$ cat src/hdl/cpe_pkg.sv
// ============================================================================
// cpe_pkg - shared types, constants and arithmetic helpers
// Fixed-point format, opcodes, controller command bundle and the saturating
// add, subtract and rounded-product functions of the recurrence datapath.
// ============================================================================
package cpe_pkg;

    // Fixed-point format and sizes
    localparam int FRAC_BITS = 30;
    localparam int MAX_ORDER = 64;
    localparam int POINT_W   = 32;
    localparam int ORDER_W   = 7;
    localparam int OPCODE_W  = 2;
    localparam int DATA_W    = 64;
    localparam int VHALF_W   = DATA_W / 2;
    localparam int PP_W      = POINT_W + VHALF_W;
    localparam int SUM_W     = PP_W + VHALF_W + 1;

    // Opcodes
    localparam logic [OPCODE_W-1:0] OP_VALUE  = 2'd0;
    localparam logic [OPCODE_W-1:0] OP_DERIV1 = 2'd1;
    localparam logic [OPCODE_W-1:0] OP_DERIV2 = 2'd2;

    typedef logic signed [DATA_W-1:0] data_t;

    localparam data_t DATA_MAX = {1'b0, {(DATA_W-1){1'b1}}};
    localparam data_t DATA_MIN = {1'b1, {(DATA_W-1){1'b0}}};
    localparam data_t ONE      = data_t'(1) <<< FRAC_BITS;

    // Value with overflow flag
    typedef struct packed {
        logic  ovf;
        data_t val;
    } sat_t;

    // Controller to datapath commands
    typedef struct packed {
        logic load;
        logic zero_order;
        logic mul;
        logic rnd;
        logic add;
        logic out_load;
    } cmd_t;

    // Saturating signed add
    function automatic sat_t sat_add(input data_t a, input data_t b);
        logic [DATA_W:0] s;
        sat_t            r;
        s = {a[DATA_W-1], a} + {b[DATA_W-1], b};
        r.ovf = (s[DATA_W] != s[DATA_W-1]);
        if (r.ovf)
            r.val = s[DATA_W] ? DATA_MIN : DATA_MAX;
        else
            r.val = s[DATA_W-1:0];
        return r;
    endfunction

    // Saturating signed subtract
    function automatic sat_t sat_sub(input data_t a, input data_t b);
        logic [DATA_W:0] s;
        sat_t            r;
        s = {a[DATA_W-1], a} - {b[DATA_W-1], b};
        r.ovf = (s[DATA_W] != s[DATA_W-1]);
        if (r.ovf)
            r.val = s[DATA_W] ? DATA_MIN : DATA_MAX;
        else
            r.val = s[DATA_W-1:0];
        return r;
    endfunction

    // Combine the two partial products, round half away from zero, saturate
    function automatic sat_t fx_round(input logic [PP_W-1:0] pp_lo,
                                      input logic [PP_W-1:0] pp_hi,
                                      input logic            neg);
        logic [SUM_W-1:0]  sum;
        logic [SUM_W-1:0]  mag;
        logic [SUM_W-1:0]  limit;
        logic [DATA_W-1:0] mlo;
        sat_t              r;
        sum = {1'b0, pp_hi, {VHALF_W{1'b0}}}
            + {{(SUM_W-PP_W){1'b0}}, pp_lo}
            + (SUM_W'(1) << (FRAC_BITS - 1));
        mag   = sum >> FRAC_BITS;
        limit = neg ? (SUM_W'(1) << (DATA_W - 1))
                    : ((SUM_W'(1) << (DATA_W - 1)) - SUM_W'(1));
        mlo   = mag[DATA_W-1:0];
        r.ovf = (mag > limit);
        if (r.ovf)
            r.val = neg ? DATA_MIN : DATA_MAX;
        else
            r.val = neg ? data_t'(DATA_W'(0) - mlo) : data_t'(mlo);
        return r;
    endfunction

endpackage

$ cat src/hdl/cpe_ctrl.sv
// ============================================================================
// cpe_ctrl - sequencer for the recurrence
// Accepts a request, counts recurrence steps through the multiply, round and
// sum phases, then hands the result to the output register.
// ============================================================================
module cpe_ctrl (
    input  logic                           clk,
    input  logic                           rst_n,
    input  logic                           req_valid,
    input  logic [cpe_pkg::ORDER_W-1:0]    poly_order,
    input  logic                           rsp_stall,
    output logic                           req_stall,
    output logic                           rsp_valid,
    output cpe_pkg::cmd_t                  cmd
);

    localparam int CNT_W = $clog2(cpe_pkg::MAX_ORDER + 1);
    localparam int ORD_W = (CNT_W > cpe_pkg::ORDER_W) ? CNT_W : cpe_pkg::ORDER_W;

    localparam logic [2:0] S_IDLE = 3'd0;
    localparam logic [2:0] S_MUL  = 3'd1;
    localparam logic [2:0] S_RND  = 3'd2;
    localparam logic [2:0] S_ADD  = 3'd3;
    localparam logic [2:0] S_FIN  = 3'd4;

    logic [2:0]       state_reg, state_next;
    logic [CNT_W-1:0] cnt_reg, cnt_next;
    logic             out_valid_reg, out_valid_next;
    logic [ORD_W-1:0] ord_ext;
    logic [CNT_W-1:0] n_eff;

    // Limit the order to the largest supported
    always_comb
    begin
        ord_ext = ORD_W'(poly_order);
        if (ord_ext > ORD_W'(cpe_pkg::MAX_ORDER))
            n_eff = CNT_W'(cpe_pkg::MAX_ORDER);
        else
            n_eff = ord_ext[CNT_W-1:0];
    end

    // Sequence one request
    always_comb
    begin
        state_next     = state_reg;
        cnt_next       = cnt_reg;
        out_valid_next = out_valid_reg & rsp_stall;
        cmd            = '0;
        case (state_reg)
            S_IDLE:
            begin
                if (req_valid) begin
                    cmd.load       = 1'b1;
                    cmd.zero_order = (n_eff == '0);
                    if (n_eff < CNT_W'(2)) begin
                        state_next = S_FIN;
                    end
                    else begin
                        cnt_next   = n_eff - CNT_W'(1);
                        state_next = S_MUL;
                    end
                end
            end
            S_MUL:
            begin
                cmd.mul    = 1'b1;
                state_next = S_RND;
            end
            S_RND:
            begin
                cmd.rnd    = 1'b1;
                state_next = S_ADD;
            end
            S_ADD:
            begin
                cmd.add    = 1'b1;
                cnt_next   = cnt_reg - CNT_W'(1);
                state_next = (cnt_reg == CNT_W'(1)) ? S_FIN : S_MUL;
            end
            S_FIN:
            begin
                if (!out_valid_reg || !rsp_stall) begin
                    cmd.out_load   = 1'b1;
                    out_valid_next = 1'b1;
                    state_next     = S_IDLE;
                end
            end
            default:
            begin
                state_next = S_IDLE;
            end
        endcase
    end

    // Hold control state
    always_ff @(posedge clk or negedge rst_n)
    begin
        if (!rst_n) begin
            state_reg     <= S_IDLE;
            cnt_reg       <= '0;
            out_valid_reg <= 1'b0;
        end
        else begin
            state_reg     <= state_next;
            cnt_reg       <= cnt_next;
            out_valid_reg <= out_valid_next;
        end
    end

    assign req_stall = (state_reg != S_IDLE);
    assign rsp_valid = out_valid_reg;

    // Multiply phase always advances to the round phase
    a_mul_to_rnd: assert property (@(posedge clk) disable iff (!rst_n)
        (state_reg == S_MUL) |=> (state_reg == S_RND))
        else $error("multiply phase not followed by round phase");

    // Step counter never runs dry inside the loop
    a_cnt_live: assert property (@(posedge clk) disable iff (!rst_n)
        (state_reg == S_ADD) |-> (cnt_reg != '0))
        else $error("sum phase with zero steps left");

    // Never overwrite a result that is still waiting
    a_no_overwrite: assert property (@(posedge clk) disable iff (!rst_n)
        cmd.out_load |-> (!out_valid_reg || !rsp_stall))
        else $error("output register overwritten while stalled");

    // An accepted request starts work
    a_accept_busy: assert property (@(posedge clk) disable iff (!rst_n)
        (req_valid && !req_stall) |=> (state_reg != S_IDLE))
        else $error("accepted request left block idle");

endmodule

$ cat config.mk
export PLATFORM = sky130hd
export DESIGN_NAME = cpe_ctrl
export DESIGN_NICKNAME = d
export VERILOG_FILES = /design/src/hdl/cpe_pkg.sv /design/src/hdl/cpe_ctrl.sv
export SDC_FILE = /design/constraint.sdc
export NUM_CORES = 1
export LEC_CHECK = 0
export BUFFER_PORTS_ARGS = -buffer_cell sky130_fd_sc_hd__buf_2
export CORE_UTILIZATION = 45
export DETAILED_ROUTE_END_ITERATION = 10
export PLACE_DENSITY = 0.68
export SLEW_MARGIN = 20
export SYNTH_ARGS = -nofsm -noshare
export SYNTH_HDL_FRONTEND = slang
export SYNTH_SLANG_ARGS = --single-unit
$ cat constraint.sdc
create_clock -name clk -period 3.64 [get_ports clk]
set_clock_uncertainty 0.2 [all_clocks]
set_input_delay 0.364 -clock clk [delete_from_list [all_inputs] [get_ports clk]]
set_output_delay 0.364 -clock clk [all_outputs]
set_load 0.05 [all_outputs]
==> impl_metrics.yaml <==
place:
  gp_congestion: 0.862
  dp_cells: 134
  hpwl_mm: 1.53
  io_buffers: 18
finish:
  nets: 130
  drive_gt1_share_pct: 25.4
  fillers: 175
  largest_register_ffs: 7
  fin_cells: 139
  area_growth_syn_to_layout_pct: 15.0
  num_antenna_cells: 0
global_routing:
  grt_max_degree: 12
  grt_pass1_vias: 767
  grt_overflow: 0
  grt_usage_pct: 21.9
  antenna_found_initial: 0
  grt_first_pass_wirelength_mm: 3.34
route:
  drtIter0Drc: 10
  wl_per_cell_microns: 14.1
  postRouteAntennaNets: 0
  drt-pass1-iter-count: 4
  met3_length_microns: 73
  routed_wl_mm: 1.96
  route.met2.wl_microns: 940
  top_layer_used: "met3"
  drcViolationCount: 0
  dr_total_vias: 801
  routed_via_density: 5.76
  wl_met1_microns: 945
logic_synthesis:
  ys_top_cells_by_count: "dfrtp_1, nor2_1, a21oi_1, nor3_1, nand2_1"
  async_flop_share_pct: 100
  synth-edff-count: 0
  synth-seq-area-share_pct: 31.3
  post-synth-top-count-cell: "dfrtp_1"
  yosys.area.top_type: "dfrtp_1"
  yosysWarningCount: 0
  synth_cell_types: 39
  ys_ff_latch: 11
  ys_top_cells_by_area: "dfrtp_1, ha_1, a21oi_1, nor3_1, nor2_1"
  syn-num-nets: 109
  synth_area_sq_um: 878
  avgSynthCellArea_sq_um: 9.34
  synth_cells: 94
  synthFlopType: "dfrtp_1"
  synth_top_area_share_pct: 31.3
die:
  die_h_microns: 46.2
  initial_core_util_pct: 49.3
  die-width_microns: 46.2
  fp-row-count: 15
  die-area_sq_um: 2130
  ioPinCount: 19
  core-area_sq_um: 1780
worst_hold_path:
  worstHoldEndpoint: "rsp_valid"
  holdCritPathClass: "in2reg"
  holdPathStages: 3
  hold_start: "rsp_stall"
worst_setup_path:
  cp.arrival_ps: 1750
  startpoint_type: "input port"
  worstReg2RegEnd: "cnt_reg[3]"
  critPathKind: "in2out"
  r2r_cells: 4
  crit_path_max_incr_delay_ps: 680
  worstPathRequired_ps: 3080
  r2r_slack_ps: 1690
  critPathSlowestCell: "nor3_1"
  crit_top_cell: "buf_2"
  r2r-start: "state_reg[2]"
  cp_max_fo: 6
  endpoint_kind: "output port"
  path_cells: "buf_2 > nor3_1 > and4_2 > buf_2"
cts:
  path_clk_slew_ps: 70
  clock-sinks: 11
  cts_buffer_depth: 2
  cts_inserted_buffers: 3
  htree_levels: 1
  root_buffer: "clkbuf_4"
  clkLatencyLatePin_ps: 270
  cts_tree: "done"
  ctsResizeCount: 0
sta:
  worstMarginPinSlew_ps: 814
  slew_headroom_pct: 45.3
  rsz0062_at_grt: "false"
  fmax_ghz: 0.432
  finalSetupViolCount: 0
  fin_crit_sh_pct: 63.7
  finalCriticalPeriod_ps: 2320
  timing.final.hold_violations: 0
  slew_viol_final: 0
  tns_ps: 0
run:
  cap_violations: 0
power:
  leakage_nw: 0.441
  ir_drop_mv: 0.376
  p_per_area_nw_per_um2: 717
outcome:
  status: "finished, final reports clean"
[cells in the final DEF (no fill, tap or decap), drive strengths merged, types with 3 or more instances in the layout]
| cell | n |
|---|---|
| nand3 | 3 |
| a21oi | 7 |
| or3 | 3 |
| inv | 4 |
| nand4 | 3 |
| nor3 | 7 |
| clkbuf | 4 |
| nor2b | 3 |
| nand2 | 5 |
| dfrtp | 11 |
| nand2b | 3 |
| ha | 4 |
| nor2 | 9 |
| buf | 18 |
[through the flow]
step                      setup slack, ps  hold WS, ps  power [mW]  area (sq um)  utilization [%]
after CTS                            1340          119       0.728          1010             56.6
after detailed placement             1330         51.2       0.641           973             54.6
after floorplan                      1250         -132       0.557           878                -
final                                1320          128       0.724          1010             56.6
after global routing                 1210          128       0.778          1010             56.6
after global placement               1400         51.1       0.630           973             54.6
[cells by family after synthesis]
family / Yosys count / synth area share, %
AND/OR/NAND/NOR: 44 / 30.3
XOR/XNOR: 2 / 1.99
adder cells (fa/ha/maj): 4 / 5.70
AO/OA/AOI/OAI: 26 / 25.9
flip-flops: 11 / 31.3
buffers and inverters: 7 / 4.70
[worst max-delay path by stage]
stage	end	slack, ps	from	cells after the start
final	cmd[4]	1320	poly_order[2]	4
after global routing	cmd[4]	1210	poly_order[2]	4
after CTS	cmd[4]	1340	poly_order[2]	4
after detailed placement	cmd[4]	1330	poly_order[2]	4
after global placement	cmd[4]	1400	poly_order[2]	4
after floorplan	cmd[4]	1250	state_reg[2]	3
[report_power, final]
group	internal, mW	switching (mW)
combinational	0.144	0.253
clock	0.0424	0.0396
sequential	0.173	0.0719
total	0.360	0.365
[cell type report]
type / count / area, sq um / share of cell area [%]
inverter: 4 / 15.0 / 1.49
clock buffer: 4 / 26.3 / 2.60
sequential: 11 / 275 / 27.3
multi-input combinational: 76 / 562 / 55.6
timing repair buffer: 19 / 100 / 9.91
tap: 25 / 31.3 / 3.10
[worst max-delay path: cells and delay by family]
kind                   cells  cell delay, ps
buffers and inverters      2             380
and+or+nand+nor            2            1010
[metal layers]
layer | track usage, % | up-vias
li1 | - | 402
met1 | 29.2 | 384
met2 | 36.6 | 15
met3 | 5.88 | 0
met4 | 1.76 | 0
met5 | 0 | -
[what timing repair did]
action | 4_1_cts | 5_1_grt
hold endpoints to repair | 11 | 0
hold buffers | 1 | 0
buffers inserted | 0 | 0
Note: power is estimated with default switching activity, not from simulation.
